$ cat config.mk
export PLATFORM = sky130hd
export DESIGN_NAME = midi_track_byte_parser
export DESIGN_NICKNAME = d
export VERILOG_FILES = /design/src/sv/mtbp_pkg.sv /design/src/sv/midi_track_byte_parser.sv
export SDC_FILE = /design/constraint.sdc
export NUM_CORES = 1
export LEC_CHECK = 0
export BUFFER_PORTS_ARGS = -buffer_cell sky130_fd_sc_hd__buf_2
export CORE_ASPECT_RATIO = 0.8
export CORE_MARGIN = 4
export CORE_UTILIZATION = 45
export CTS_CLUSTER_SIZE = 14
export DETAILED_ROUTE_END_ITERATION = 10
export GPL_ROUTABILITY_DRIVEN = 0
export PLACE_DENSITY_LB_ADDON = 0.3
export SYNTH_ARGS = -nofsm -noshare
export SYNTH_HDL_FRONTEND = slang
export SYNTH_SLANG_ARGS = --single-unit
$ cat constraint.sdc
create_clock -name clk -period 15.1 [get_ports clk]
set_input_delay 2.265 -clock clk [delete_from_list [all_inputs] [get_ports clk]]
set_output_delay 2.265 -clock clk [all_outputs]
set_load 0.1 [all_outputs]
$ cat src/sv/mtbp_pkg.sv
// ============================================================================
// mtbp_pkg: shared types and constants for the MIDI track byte parser
// Parse phases, status and meta codes, the result item layout, and the
// piano key frequency table.
// ============================================================================
`default_nettype none

package mtbp_pkg;

    // Variable-length quantity limits
    localparam int QUANTITY_MAX_BYTES = 4;
    localparam int QV_W               = 7 * QUANTITY_MAX_BYTES;
    localparam int QCNT_W             = $clog2(QUANTITY_MAX_BYTES + 1);

    // Result queue
    localparam int QDEPTH = 4;
    localparam int QC_W   = $clog2(QDEPTH + 1);

    // Tempo
    localparam int          TEMPO_W     = 24;
    localparam logic [23:0] TEMPO_RESET = 24'd500000;

    // Status bytes and command nibbles
    localparam logic [7:0] STATUS_META   = 8'hFF;
    localparam logic [7:0] STATUS_SYSEX  = 8'hF0;
    localparam logic [7:0] STATUS_ESCAPE = 8'hF7;
    localparam logic [7:0] STATUS_NONE   = 8'h00;
    localparam logic [3:0] CMD_NOTE_OFF  = 4'h8;
    localparam logic [3:0] CMD_NOTE_ON   = 4'h9;
    localparam logic [3:0] CMD_POLY_PRES = 4'hA;
    localparam logic [3:0] CMD_CONTROL   = 4'hB;
    localparam logic [3:0] CMD_PROGRAM   = 4'hC;
    localparam logic [3:0] CMD_CHAN_PRES = 4'hD;
    localparam logic [3:0] CMD_PITCH     = 4'hE;

    // Meta types
    localparam logic [7:0] META_TEMPO = 8'h51;
    localparam logic [7:0] META_EOT   = 8'h2F;
    localparam logic [7:0] META_NONE  = 8'h00;

    // Playable key range and fixed note length
    localparam logic [7:0] NOTE_LOW     = 8'd21;
    localparam logic [7:0] NOTE_HIGH    = 8'd108;
    localparam logic [8:0] NOTE_LEN_MS  = 9'd300;
    localparam int         TEMPO_LEN    = 3;

    // Halt reasons
    localparam logic [1:0] HALT_RUN   = 2'd0;
    localparam logic [1:0] HALT_EOT   = 2'd1;
    localparam logic [1:0] HALT_FAULT = 2'd2;

    // Done status codes
    localparam logic [1:0] DONE_EOT      = 2'd0;
    localparam logic [1:0] DONE_BOUNDARY = 2'd1;
    localparam logic [1:0] DONE_BAD      = 2'd2;

    // Item kinds
    localparam logic KIND_NOTE = 1'b0;
    localparam logic KIND_DONE = 1'b1;

    typedef enum logic [10:0] {
        PH_DELTA     = 11'b000_0000_0001,
        PH_STATUS    = 11'b000_0000_0010,
        PH_META_TYPE = 11'b000_0000_0100,
        PH_META_LEN  = 11'b000_0000_1000,
        PH_META_DATA = 11'b000_0001_0000,
        PH_SYSEX_LEN = 11'b000_0010_0000,
        PH_SYSEX_DAT = 11'b000_0100_0000,
        PH_ON_KEY    = 11'b000_1000_0000,
        PH_ON_VEL    = 11'b001_0000_0000,
        PH_OFF_DATA  = 11'b010_0000_0000,
        PH_CHAN_SKIP = 11'b100_0000_0000
    } phase_t;

    typedef struct packed {
        phase_t     ph;
        logic [1:0] skip;
        logic       fault;
    } disp_t;

    typedef struct packed {
        logic                kind;
        logic [12:0]         hz;
        logic [8:0]          len_ms;
        logic [7:0]          vel;
        logic [1:0]          status;
        logic [TEMPO_W-1:0]  tempo;
        logic                last;
    } item_t;

    // Equal-tempered piano keys, A0 upward, rounded to hertz
    function automatic logic [12:0] piano_hz(input logic [6:0] key);
        logic [12:0] hz;
        begin
            case (key)
                7'd0:  hz = 13'd28;   7'd1:  hz = 13'd29;   7'd2:  hz = 13'd31;
                7'd3:  hz = 13'd33;   7'd4:  hz = 13'd35;   7'd5:  hz = 13'd37;
                7'd6:  hz = 13'd39;   7'd7:  hz = 13'd41;   7'd8:  hz = 13'd44;
                7'd9:  hz = 13'd46;   7'd10: hz = 13'd49;   7'd11: hz = 13'd52;
                7'd12: hz = 13'd55;   7'd13: hz = 13'd58;   7'd14: hz = 13'd62;
                7'd15: hz = 13'd65;   7'd16: hz = 13'd69;   7'd17: hz = 13'd73;
                7'd18: hz = 13'd78;   7'd19: hz = 13'd82;   7'd20: hz = 13'd87;
                7'd21: hz = 13'd92;   7'd22: hz = 13'd98;   7'd23: hz = 13'd104;
                7'd24: hz = 13'd110;  7'd25: hz = 13'd117;  7'd26: hz = 13'd123;
                7'd27: hz = 13'd131;  7'd28: hz = 13'd139;  7'd29: hz = 13'd147;
                7'd30: hz = 13'd156;  7'd31: hz = 13'd165;  7'd32: hz = 13'd175;
                7'd33: hz = 13'd185;  7'd34: hz = 13'd196;  7'd35: hz = 13'd208;
                7'd36: hz = 13'd220;  7'd37: hz = 13'd233;  7'd38: hz = 13'd247;
                7'd39: hz = 13'd262;  7'd40: hz = 13'd277;  7'd41: hz = 13'd294;
                7'd42: hz = 13'd311;  7'd43: hz = 13'd330;  7'd44: hz = 13'd349;
                7'd45: hz = 13'd370;  7'd46: hz = 13'd392;  7'd47: hz = 13'd415;
                7'd48: hz = 13'd440;  7'd49: hz = 13'd466;  7'd50: hz = 13'd494;
                7'd51: hz = 13'd523;  7'd52: hz = 13'd554;  7'd53: hz = 13'd587;
                7'd54: hz = 13'd622;  7'd55: hz = 13'd659;  7'd56: hz = 13'd698;
                7'd57: hz = 13'd740;  7'd58: hz = 13'd784;  7'd59: hz = 13'd831;
                7'd60: hz = 13'd880;  7'd61: hz = 13'd932;  7'd62: hz = 13'd988;
                7'd63: hz = 13'd1047; 7'd64: hz = 13'd1109; 7'd65: hz = 13'd1175;
                7'd66: hz = 13'd1245; 7'd67: hz = 13'd1319; 7'd68: hz = 13'd1397;
                7'd69: hz = 13'd1480; 7'd70: hz = 13'd1568; 7'd71: hz = 13'd1661;
                7'd72: hz = 13'd1760; 7'd73: hz = 13'd1865; 7'd74: hz = 13'd1976;
                7'd75: hz = 13'd2093; 7'd76: hz = 13'd2217; 7'd77: hz = 13'd2349;
                7'd78: hz = 13'd2489; 7'd79: hz = 13'd2637; 7'd80: hz = 13'd2794;
                7'd81: hz = 13'd2960; 7'd82: hz = 13'd3136; 7'd83: hz = 13'd3322;
                7'd84: hz = 13'd3520; 7'd85: hz = 13'd3729; 7'd86: hz = 13'd3951;
                7'd87: hz = 13'd4186;
                default: hz = 13'd0;
            endcase
            return hz;
        end
    endfunction

endpackage

`default_nettype wire

$ cat src/sv/midi_track_byte_parser.sv
// ============================================================================
// midi_track_byte_parser: one-byte-per-cycle MIDI track event decoder
// Path: accepted byte -> input stage register -> result queue -> output.
// Throughput: 1 byte per cycle while at most two of the 4 result queue
//   entries are full; a byte giving a note and a done item fills two.
// Reset: async active low; parser idle at delta, tempo 500000, queue empty.
// ============================================================================
`default_nettype none

// Structure
//   input stage : one register holding the accepted byte and its last flag.
//   parse logic : from the input stage and the parser state, a single pass
//                 computes the next state and up to two result items
//                 (note event, then track done).
//   result queue: 4 entries in fixed positions, head at entry 0, shifting on
//                 each pop. The input stage advances only while at most two
//                 entries are full, so both items of one byte always fit.
//
// Parsing details kept here in one pass:
//   - after four continuation bytes a quantity ends with value 0, and the
//     fifth byte is taken as the next field (or halts an end-of-track meta);
//   - a data byte where a status is due reuses the running status and is
//     taken as that message's first data byte;
//   - running status and tempo survive the end of a track, the rest of the
//     parser state returns to reset after each done item.

module midi_track_byte_parser
    import mtbp_pkg::*;
(
    input  wire logic        clk,
    input  wire logic        rst_n,

    input  wire logic        s_axis_tvalid,
    output logic             s_axis_tready,
    input  wire logic [7:0]  s_axis_tdata,   // [7:0] track_byte
    input  wire logic        s_axis_tlast,   // final_byte

    output logic             m_axis_tvalid,
    input  wire logic        m_axis_tready,
    // [12:0] pitch_hz, [21:13] length_ms, [29:22] strike_velocity,
    // [31:30] done_status, [55:32] tempo_us
    output logic [55:0]      m_axis_tdata,
    output logic             m_axis_tuser,   // item_kind
    output logic             m_axis_tlast    // run_last
);

    // ------------------------------------------------------------------
    // Input stage
    // ------------------------------------------------------------------
    logic       s1_valid_reg;
    logic [7:0] s1_byte_reg;
    logic       s1_fin_reg;
    logic       adv;

    // ------------------------------------------------------------------
    // Parser state
    // ------------------------------------------------------------------
    phase_t              phase_reg,  phase_next;
    logic [7:0]          rs_reg,     rs_next;
    logic [TEMPO_W-1:0]  tempo_reg,  tempo_next;
    logic [QCNT_W-1:0]   qcnt_reg,   qcnt_next;
    logic [QV_W-1:0]     qval_reg,   qval_next;
    logic [QV_W-1:0]     skip_reg,   skip_next;
    logic [7:0]          meta_reg,   meta_next;
    logic [7:0]          note_reg,   note_next;
    logic [TEMPO_W-1:0]  tshift_reg, tshift_next;
    logic [1:0]          halt_reg,   halt_next;

    // Per-item scratch
    logic                consumed;
    logic [QV_W-1:0]     qv_shift;
    disp_t               disp;
    logic                note_fire;
    logic [7:0]          note_off;
    logic [1:0]          done_code;
    item_t               it_note, it_done, it0;
    logic                w0, w1;

    // ------------------------------------------------------------------
    // Result queue
    // ------------------------------------------------------------------
    item_t             q_reg  [QDEPTH];
    item_t             q_next [QDEPTH];
    logic [QC_W-1:0]   qc_reg, qc_next;
    logic [QC_W-1:0]   qbase;
    logic              pop;

    // Status decode: next phase and how many channel data bytes to drop
    function automatic disp_t dispatch_f(input logic [7:0] st);
        disp_t d;
        begin
            d.ph    = PH_CHAN_SKIP;
            d.skip  = 2'd0;
            d.fault = 1'b0;
            if (st == STATUS_META) begin
                d.ph = PH_META_TYPE;
            end
            else if (st == STATUS_SYSEX || st == STATUS_ESCAPE) begin
                d.ph = PH_SYSEX_LEN;
            end
            else begin
                case (st[7:4])
                    CMD_NOTE_ON:   d.ph = PH_ON_KEY;
                    CMD_NOTE_OFF:
                    begin
                        d.ph   = PH_OFF_DATA;
                        d.skip = 2'd2;
                    end
                    CMD_PROGRAM, CMD_CHAN_PRES:
                    begin
                        d.skip = 2'd1;
                    end
                    CMD_POLY_PRES, CMD_CONTROL, CMD_PITCH:
                    begin
                        d.skip = 2'd2;
                    end
                    default:       d.fault = 1'b1;   // system common / realtime
                endcase
            end
            return d;
        end
    endfunction

    // ------------------------------------------------------------------
    // Handshake
    // ------------------------------------------------------------------
    assign pop           = m_axis_tvalid && m_axis_tready;
    assign adv           = s1_valid_reg && (qc_reg <= QC_W'(QDEPTH - 2));
    assign s_axis_tready = !s1_valid_reg || adv;

    always_ff @(posedge clk or negedge rst_n)
    begin
        if (!rst_n)
        begin
            s1_valid_reg <= 1'b0;
        end
        else if (s_axis_tvalid && s_axis_tready)
        begin
            s1_valid_reg <= 1'b1;
        end
        else if (adv)
        begin
            s1_valid_reg <= 1'b0;
        end
    end

    always_ff @(posedge clk)
    begin
        if (s_axis_tvalid && s_axis_tready)
        begin
            s1_byte_reg <= s_axis_tdata;
            s1_fin_reg  <= s_axis_tlast;
        end
    end

    // ------------------------------------------------------------------
    // Parse pass
    // ------------------------------------------------------------------
    always_comb
    begin
        phase_next  = phase_reg;
        rs_next     = rs_reg;
        tempo_next  = tempo_reg;
        qcnt_next   = qcnt_reg;
        qval_next   = qval_reg;
        skip_next   = skip_reg;
        meta_next   = meta_reg;
        note_next   = note_reg;
        tshift_next = tshift_reg;
        halt_next   = halt_reg;
        consumed    = 1'b0;
        qv_shift    = '0;
        disp        = dispatch_f(rs_reg);
        note_fire   = 1'b0;
        note_off    = note_reg - NOTE_LOW;
        done_code   = DONE_BOUNDARY;

        if (halt_reg == HALT_RUN)
        begin
            // Overlong quantity: close with zero, byte to the next field or EOT halt
            if ((phase_reg == PH_DELTA || phase_reg == PH_META_LEN ||
                 phase_reg == PH_SYSEX_LEN) &&
                qcnt_reg == QCNT_W'(QUANTITY_MAX_BYTES))
            begin
                qcnt_next = '0;
                qval_next = '0;
                case (phase_reg)
                    PH_DELTA:    phase_next = PH_STATUS;
                    PH_META_LEN:
                    begin
                        if (meta_reg == META_EOT)
                        begin
                            halt_next = HALT_EOT;
                            consumed  = 1'b1;
                        end
                        else
                        begin
                            if (meta_reg == META_TEMPO)
                            begin
                                meta_next = META_NONE;
                            end
                            phase_next = PH_DELTA;
                        end
                    end
                    default:     phase_next = PH_DELTA;
                endcase
            end

            // Status position, with running status fallback
            if (!consumed && phase_next == PH_STATUS)
            begin
                if (s1_byte_reg[7])
                begin
                    rs_next  = s1_byte_reg;
                    disp     = dispatch_f(s1_byte_reg);
                    consumed = 1'b1;
                end
                if (!s1_byte_reg[7] && rs_reg == STATUS_NONE)
                begin
                    halt_next = HALT_FAULT;
                    consumed  = 1'b1;
                end
                else if (disp.fault)
                begin
                    halt_next = HALT_FAULT;
                    consumed  = 1'b1;
                end
                else
                begin
                    phase_next = disp.ph;
                    skip_next  = QV_W'(disp.skip);
                end
            end

            if (!consumed)
            begin
                case (phase_next)
                    PH_DELTA, PH_META_LEN, PH_SYSEX_LEN:
                    begin
                        qv_shift  = QV_W'({qval_next, s1_byte_reg[6:0]});
                        qval_next = qv_shift;
                        qcnt_next = qcnt_next + QCNT_W'(1);
                        if (!s1_byte_reg[7])
                        begin
                            qcnt_next = '0;
                            qval_next = '0;
                            case (phase_next)
                                PH_DELTA:    phase_next = PH_STATUS;
                                PH_META_LEN:
                                begin
                                    // tempo meta only counts with exactly three bytes
                                    if (meta_next == META_TEMPO &&
                                        qv_shift != QV_W'(TEMPO_LEN))
                                    begin
                                        meta_next = META_NONE;
                                    end
                                    if (qv_shift == '0)
                                    begin
                                        if (meta_next == META_EOT)
                                        begin
                                            halt_next = HALT_EOT;
                                        end
                                        else
                                        begin
                                            phase_next = PH_DELTA;
                                        end
                                    end
                                    else
                                    begin
                                        skip_next   = qv_shift;
                                        tshift_next = '0;
                                        phase_next  = PH_META_DATA;
                                    end
                                end
                                default:
                                begin
                                    if (qv_shift == '0)
                                    begin
                                        phase_next = PH_DELTA;
                                    end
                                    else
                                    begin
                                        skip_next  = qv_shift;
                                        phase_next = PH_SYSEX_DAT;
                                    end
                                end
                            endcase
                        end
                    end
                    PH_META_TYPE:
                    begin
                        meta_next  = s1_byte_reg;
                        phase_next = PH_META_LEN;
                    end
                    PH_META_DATA:
                    begin
                        if (meta_next == META_TEMPO)
                        begin
                            tshift_next = {tshift_reg[TEMPO_W-9:0], s1_byte_reg};
                        end
                        if (skip_next != '0)
                        begin
                            skip_next = skip_next - QV_W'(1);
                        end
                        if (skip_next == '0)
                        begin
                            if (meta_next == META_TEMPO)
                            begin
                                tempo_next = tshift_next;
                            end
                            if (meta_next == META_EOT)
                            begin
                                halt_next = HALT_EOT;
                            end
                            else
                            begin
                                phase_next = PH_DELTA;
                            end
                        end
                    end
                    PH_ON_KEY:
                    begin
                        note_next  = s1_byte_reg;
                        phase_next = PH_ON_VEL;
                    end
                    PH_ON_VEL:
                    begin
                        note_fire  = (s1_byte_reg != 8'd0) && (note_reg >= NOTE_LOW) &&
                                     (note_reg <= NOTE_HIGH);
                        phase_next = PH_DELTA;
                    end
                    default:   // SysEx data, note-off data, channel skip
                    begin
                        if (skip_next != '0)
                        begin
                            skip_next = skip_next - QV_W'(1);
                        end
                        if (skip_next == '0)
                        begin
                            phase_next = PH_DELTA;
                        end
                    end
                endcase
            end
        end

        // Ending status from where this byte leaves the parser
        if (halt_next == HALT_EOT)
        begin
            done_code = DONE_EOT;
        end
        else if (halt_next != HALT_RUN)
        begin
            done_code = DONE_BAD;
        end
        else
        begin
            case (phase_next)
                PH_META_TYPE, PH_META_DATA, PH_SYSEX_DAT,
                PH_ON_KEY, PH_ON_VEL, PH_OFF_DATA:
                begin
                    done_code = DONE_BAD;
                end
                PH_META_LEN:
                begin
                    done_code = (meta_next == META_EOT) ? DONE_EOT : DONE_BOUNDARY;
                end
                default:   done_code = DONE_BOUNDARY;
            endcase
        end

        // Last byte: start the next track clean, keep running status and tempo
        if (s1_fin_reg)
        begin
            phase_next  = PH_DELTA;
            qcnt_next   = '0;
            qval_next   = '0;
            skip_next   = '0;
            meta_next   = META_NONE;
            note_next   = 8'd0;
            tshift_next = '0;
            halt_next   = HALT_RUN;
        end
    end

    always_ff @(posedge clk or negedge rst_n)
    begin
        if (!rst_n)
        begin
            phase_reg  <= PH_DELTA;
            rs_reg     <= STATUS_NONE;
            tempo_reg  <= TEMPO_RESET;
            qcnt_reg   <= '0;
            qval_reg   <= '0;
            skip_reg   <= '0;
            meta_reg   <= META_NONE;
            note_reg   <= 8'd0;
            tshift_reg <= '0;
            halt_reg   <= HALT_RUN;
        end
        else if (adv)
        begin
            phase_reg  <= phase_next;
            rs_reg     <= rs_next;
            tempo_reg  <= tempo_next;
            qcnt_reg   <= qcnt_next;
            qval_reg   <= qval_next;
            skip_reg   <= skip_next;
            meta_reg   <= meta_next;
            note_reg   <= note_next;
            tshift_reg <= tshift_next;
            halt_reg   <= halt_next;
        end
    end

    // ------------------------------------------------------------------
    // Result items: note first, done item last
    // ------------------------------------------------------------------
    always_comb
    begin
        it_note.kind   = KIND_NOTE;
        it_note.hz     = piano_hz(note_off[6:0]);
        it_note.len_ms = NOTE_LEN_MS;
        it_note.vel    = s1_byte_reg;
        it_note.status = DONE_EOT;
        it_note.tempo  = tempo_next;
        it_note.last   = !s1_fin_reg;

        it_done.kind   = KIND_DONE;
        it_done.hz     = '0;
        it_done.len_ms = '0;
        it_done.vel    = '0;
        it_done.status = done_code;
        it_done.tempo  = tempo_next;
        it_done.last   = 1'b1;

        it0 = note_fire ? it_note : it_done;
        w0  = adv && (note_fire || s1_fin_reg);
        w1  = adv && note_fire && s1_fin_reg;
    end

    // ------------------------------------------------------------------
    // Result queue: shift on pop, append behind the last full entry
    // ------------------------------------------------------------------
    always_comb
    begin
        for (int i = 0; i < QDEPTH - 1; i++)
        begin
            q_next[i] = pop ? q_reg[i + 1] : q_reg[i];
        end
        q_next[QDEPTH-1] = q_reg[QDEPTH-1];

        qbase = qc_reg - QC_W'(pop);
        for (int i = 0; i < QDEPTH; i++)
        begin
            if (w0 && qbase == QC_W'(i))
            begin
                q_next[i] = it0;
            end
            if (w1 && qbase + QC_W'(1) == QC_W'(i))
            begin
                q_next[i] = it_done;
            end
        end

        qc_next = qbase + QC_W'(w0) + QC_W'(w1);
    end

    always_ff @(posedge clk)
    begin
        for (int i = 0; i < QDEPTH; i++)
        begin
            q_reg[i] <= q_next[i];
        end
    end

    always_ff @(posedge clk or negedge rst_n)
    begin
        if (!rst_n)
        begin
            qc_reg <= '0;
        end
        else
        begin
            qc_reg <= qc_next;
        end
    end

    assign m_axis_tvalid = (qc_reg != '0);
    assign m_axis_tuser  = q_reg[0].kind;
    assign m_axis_tlast  = q_reg[0].last;
    assign m_axis_tdata  = {q_reg[0].tempo, q_reg[0].status, q_reg[0].vel,
                            q_reg[0].len_ms, q_reg[0].hz};

    // ------------------------------------------------------------------
    // Assertions
    // ------------------------------------------------------------------
    a_queue_bound: assert property (@(posedge clk) disable iff (!rst_n)
        qc_reg <= QC_W'(QDEPTH))
        else $error("result queue count above depth");

    a_track_reset: assert property (@(posedge clk) disable iff (!rst_n)
        adv && s1_fin_reg |=> phase_reg == PH_DELTA && halt_reg == HALT_RUN &&
                             qcnt_reg == '0)
        else $error("parser not cleared after last byte");

    a_done_last: assert property (@(posedge clk) disable iff (!rst_n)
        m_axis_tvalid && m_axis_tuser == KIND_DONE |-> m_axis_tlast)
        else $error("done item without run_last");

    a_halt_quiet: assert property (@(posedge clk) disable iff (!rst_n)
        adv && halt_reg != HALT_RUN |-> !note_fire)
        else $error("note emitted while halted");

endmodule

`default_nettype wire

* Word level (Yosys, flattened, before mapping)
Memories as Yosys holds them, arrays and structs flattened.
Cells that the tools add are included.
** Storage, ports and cells
- Bits in writable memories :: 232
- Bits in registers :: 157
- Logic and storage cells :: 291
- Memories kept :: 2
- Bits of input ports :: 13
- Bits in read-only memories :: 1664
** Memories
- (name not given) :: depth 128, bits a word 13, read ports 1, clocked after memory_dff 0, write ports 0, RTL line mtbp_pkg.sv:95 : case (key)
- q_reg :: depth 4, bits a word 58, read ports 4, clocked after memory_dff 0, write ports 4, RTL line midi_track_byte_parser.sv:82 : item_t q_reg [QDEPTH];
** Operators by class
- Reductions and logical operators :: 59
- Equal/unequal tests :: 57
- Mux-type cells :: 149
- Magnitude comparators :: 3
- Add/subtract/negate cells :: 7
** Operators with widths (number)
- $mux 58 :: 12
- $mux 28 :: 24
- $mux 24 :: 12
- $mux 11 :: 20
- $mux 8 :: 20
- $pmux 11 s2 :: 4
- $logic_not 28->1 :: 3
- $pmux 28 s3 :: 1
- $eq 4x4->1 const B :: 14
- $pmux 11 s5 :: 1
- $eq 8x8->1 const B :: 6
- $pmux 24 s2 :: 1
- $mux 14 :: 3
- $mux 2 :: 17
- $eq 11x4->1 const B :: 3
- $mux 3 :: 11
- $eq 8x6->1 const B :: 4
- $ne 28x2->1 const B :: 1
- $reduce_bool 28->1 :: 1
- $sub 28x1->28 const B :: 1
- $eq 11x1->1 const B :: 2
- $eq 11x3->1 const B :: 2
- $eq 11x5->1 const B :: 2
- $eq 11x6->1 const B :: 2
- 40 further kinds :: 108

* Depth between registers and ports, before layout
- Word-level depth :: 36
- Depth in mapped cells :: 30
- Gate-level depth less buffers :: 23

* Least setup slack after synthesis
No wires, ideal clock.
- Path kind :: flip-flop to flip-flop
- From :: reg phase_reg[7]
- To :: mem q_reg[0][5] (netlist name) (data pin)
- Slack :: 8.744 ns
- Path buffers :: 8
- Stages on the path, launching flop included :: 27
- Data arrival time :: 6.086 ns
- Cell sequence :: dfrtp_1 -> buf_2 -> nor4_4 -> a41oi_1 -> nor3_4 -> o211a_4 -> buf_6 -> buf_2 -> buf_1 -> mux2i_1 -> ha_1 -> nor2b_1 -> and4_1 -> clkbuf_1 -> a31oi_1 -> a21o_1 -> a2111o_1 -> a21oi_1 -> nor2_1 -> or4_1 -> buf_2 -> nor4_1 -> and2_1 -> buf_2 -> buf_4 -> mux2i_1 -> a21oi_1
** RTL lines
- start: declaration :: RTL line midi_track_byte_parser.sv:58 : phase_t phase_reg, phase_next;
- start signal: assignment :: RTL line midi_track_byte_parser.sv:403 : phase_reg <= phase_next;
- end: declaration :: RTL line midi_track_byte_parser.sv:82

* Worst setup path after layout
- From :: reg phase_reg[4]
- To :: reg tempo_reg[12]
** Between the ends
- Word-level cells in the longest chain between the ends :: 20
** Ends and longest elaborated chain
- $eq 11x1->1 / $eq 11x4->1 (equally long branches) :: RTL line midi_track_byte_parser.sv:181, midi_track_byte_parser.sv:187
- $logic_or 1x1->1 (2 in a row) :: RTL line midi_track_byte_parser.sv:181 : if ((phase_reg == PH_DELTA || phase_reg == PH_META_LEN ||
- $logic_and 1x1->1 :: RTL line midi_track_byte_parser.sv:182 : phase_reg == PH_SYSEX_LEN) &&
- $mux 11 / $mux 1 (equally long branches) :: RTL line midi_track_byte_parser.sv:181
- $mux 11 / $mux 1 (equally long branches) :: RTL line midi_track_byte_parser.sv:178 : if (halt_reg == HALT_RUN)
- $eq 11x2->1 / $logic_not 1->1 (equally long branches) :: RTL line midi_track_byte_parser.sv:210 : if (!consumed && phase_next == PH_STATUS)
- $logic_and 1x1->1 :: RTL line midi_track_byte_parser.sv:210
- $mux 28 :: RTL line midi_track_byte_parser.sv:210
- (+3 left out)
- $mux 28 :: RTL line midi_track_byte_parser.sv:237 : case (phase_next)
- $mux 28 :: RTL line midi_track_byte_parser.sv:235 : if (!consumed)
- $mux 28 :: RTL line midi_track_byte_parser.sv:178
- $logic_not 28->1 :: RTL line midi_track_byte_parser.sv:305 : if (skip_next == '0)
- $mux 24 :: RTL line midi_track_byte_parser.sv:305
- $mux 24 :: RTL line midi_track_byte_parser.sv:237
- $mux 24 * :: RTL line midi_track_byte_parser.sv:235
- $mux 24 * :: RTL line midi_track_byte_parser.sv:178
- end signal: assignment :: RTL line midi_track_byte_parser.sv:405 : tempo_reg <= tempo_next;
- end: declaration :: RTL line midi_track_byte_parser.sv:60 : logic [TEMPO_W-1:0] tempo_reg, tempo_next;
Mark *: on every way between the ends. The rest lies on a longest branch, timed or not. The select of a mux whose other input is x is not followed.
A chain may end at the register's enable or synchronous reset.

==> flow_metrics.tcl <==
set metrics [dict create \
    status "finished, final reports clean" \
    max_slew.worst_pin.slew_ps 1090 \
    grt_pass1_wl_mm 93.2 \
    nets 2368 \
    cts_max_level 2 \
    synthToLayoutAreaGrowth_pct 9.79 \
    final_hold_viol_count 0 \
    place_area_um2 20400 \
    clk_latency_ps 550 \
    synth.yosys.seq_area_share_pct 43.8 \
    hold_slack_ps 451 \
    cp_data_required_time_ps 15530 \
    fmax_mhz 124 \
    slew_viol_final 0 \
    reg2reg_slack_ps 7040 \
    cpPeakStageDelay_ps 730 \
    async_flop_share_pct 38.9 \
    grt_overflow 0 \
    design_power_total_w 0.00506 \
    crit_path_start_kind "flop" \
    pin_count 73 \
    core_um2 43200 \
    critical_path_class "reg2reg" \
    yosys-top-cells-area "edfxtp_1 (17%), dfrtp_1 (16%), dfxtp_1 (9.7%)" \
    globalRouteTotalUtil_pct 23.7 \
    ys_ff_latch 342 \
    die_w_um 242 \
    wl_per_cell_um 20.1 \
    cp_max_fo 41 \
    wl_met1_mm 25.8 \
    rows 68 \
    crit_buf_inv 1 \
    io_buffer_count 67 \
    initial_core_util_pct 45.7 \
    setup_tns_ps 0 \
    whs_path_depth 2 \
    rr_endpoint "tempo_reg[12]" \
    pwr_density_cell_nw_per_um2 233 \
    period_minus_slack_ps 8060 \
    cp.depth 19 \
    min_to "q_reg[3][28]" \
    ys.warnings.count 0 \
    drc 0 \
    min_path_type "reg2reg" \
    cts.hold.buffers_added 0 \
    yosysUniqueCellTypes 100 \
    cts_tree "built" \
    cts.repair.resized 0 \
    yosys.area.top_type "edfxtp_1" \
    ys_top_cells_by_count "nand2_1 (363), nor2_1 (265), a21oi_1 (232)" \
    leakage_nw 8.66 \
    relSlewSlack_pct 27.2 \
    largest_reg_flops 200 \
    dp_hpwl_mm 39.1 \
    routed_wl_mm 58.8 \
    fp.dieArea_um2 47300 \
    drt_pass1_iterations 8 \
    crit_chain "nor4_4 > a41oi_1 > nor3_4 > o211a_4 > mux2i_1 > ha_1 > nor2b_1 > and4_1 > a31oi_1 > a21o_1 > a2111o_1 > a21oi_1 > nor2_1 > or4_1 > nor4_1 > and2_1 > buf_4 > nand2_1 > mux2_2" \
    clock_path_buffers 3 \
    crit_arrival_ps 8490 \
    synth.most_common_cell "nand2_1" \
    netlist_area_um2 19700 \
    rr_startpoint "phase_reg[4]" \
    postCtsSetupBuffers 0 \
    dr_wl_met3_mm 5.62 \
    synth_top_area_share_pct 17.2 \
    die_y_um 195 \
    clockRootBuffer "clkbuf_16" \
    first_global_vias 17000 \
    worst_setup_path_end_kind "flop" \
    slowest_stage "nand2_1" \
    drt_iter0_markers 2182 \
    antenna-diode-count 0 \
    yosys_most_used_dff "dfrtp_1" \
    setup_viol 0 \
    min_period_over_period_pct 53.4 \
    synth-edff-count 113 \
    path_delay_family "simple AND/OR/NAND/NOR gates" \
    fin_skew_ps 27.1 \
    dr.max_layer_used "met4" \
    rsz0062_at_grt "false" \
    clkTransAtPathRegs_ps 60 \
    syn_area_per_cell_um2 8.37 \
    num_vias 18400 \
    detail-route-antenna-nets 0 \
    fill_cells 4030 \
    wl_met2_mm 25.8 \
    holdCritStartpoint "q_reg[3][28]" \
    irDropWorstVdd_mv 0.150 \
    final_layout_size_suffix_gt1_share_pct 11.9 \
    synth_cells 2358 \
    r2r_cells 19 \
    cts_made_buffers 37 \
    clock_sinks 342 \
    antenna_found_initial 0 \
    grt_max_degree 77 \
    drv_cap 0 \
    via_per_inst 6.28 \
    design_area_um2 21700 \
]
## through the flow
stage                     setup slack (ps)  utilization (%)  std cells
after floorplan                       8740                -       2362
after global placement                7610             47.3       2855
after detailed placement              7240             47.3       2855
after CTS                             7240             50.1       2922
after global routing                  6660             50.1       2922
final                                 7040             50.1       2922
## placed cells by master (no fill, tap or decap), drive strengths merged, types with 7 or more instances in the layout
cell type,instances
nand2,363
nor2,265
a21oi,234
o21ai,176
dfrtp,125
buf,118
edfxtp,113
dfxtp,96
nand3,87
nor3,63
and3,57
clkbuf,54
a22o,50
a31oi,46
inv,40
mux2i,39
o22ai,32
nor4,28
mux2,26
ha,20
o211ai,20
or2,17
nand4,16
or4,15
and2,15
a31o,14
o31ai,14
xnor2,13
nor2b,12
or3,12
nand2b,11
a211oi,11
clkinv,10
a21o,9
o31a,8
dfstp,8
nor3b,8
a32o,7
a22oi,7
## worst reg2reg max path: stages (launching register included)
cell and delay (ps):
dfrtp_1 520, nor4_4 490, a41oi_1 350, nor3_4 440, o211a_4 550, mux2i_1 450, ha_1 390, nor2b_1 200
and4_1 350, a31oi_1 340, a21o_1 280, a2111o_1 390, a21oi_1 180, nor2_1 60, or4_1 670, nor4_1 400
and2_1 200, buf_4 390, nand2_1 750, mux2_2 540
## power by group
part / leakage (nW) / internal (W) / switching [W]
combinational: 4.46 / 0.000847 / 0.00192
sequential: 3.59 / 0.00121 / 0.000176
clock: 0.601 / 0.000522 / 0.000384
## logic make-up after synthesis
group                      synth area share, %
AOI/OAI and AO/OA                         22.3
xor gates and xnor gates                 0.799
adders and majority gates                 1.47
buffers and inverters                     4.69
DFF                                       43.8
muxes                                     3.58
other                                   0.0190
and+or+nand+nor                           23.3
## final cells by class
cell class	count	area, um^2	share of cell area (%)
timing repair buffer	118	724	3.34
clock buffer	54	1120	5.18
inverter	39	146	0.676
multi-input combinational	1796	10200	47.2
clock inverter	13	101	0.468
tap	560	701	3.23
sequential	342	8650	39.9
## worst max-delay path by stage
stage                               end         start  slack (ps)
after global placement     tempo_reg[0]  phase_reg[4]        7610
final                     tempo_reg[12]  phase_reg[4]        7040
after floorplan             q_reg[0][5]  phase_reg[7]        8740
after detailed placement  tempo_reg[12]  phase_reg[4]        7240
after CTS                 tempo_reg[12]  phase_reg[4]        7240
after global routing      tempo_reg[12]  phase_reg[4]        6660
## per-layer routing
layer	GRT usage, %	up-vias
met2	36.2	937
li1	-	8513
met5	0	-
met3	4.87	132
met4	7.07	0
met1	34.2	8776
Note: power is estimated with default switching activity, not from simulation.
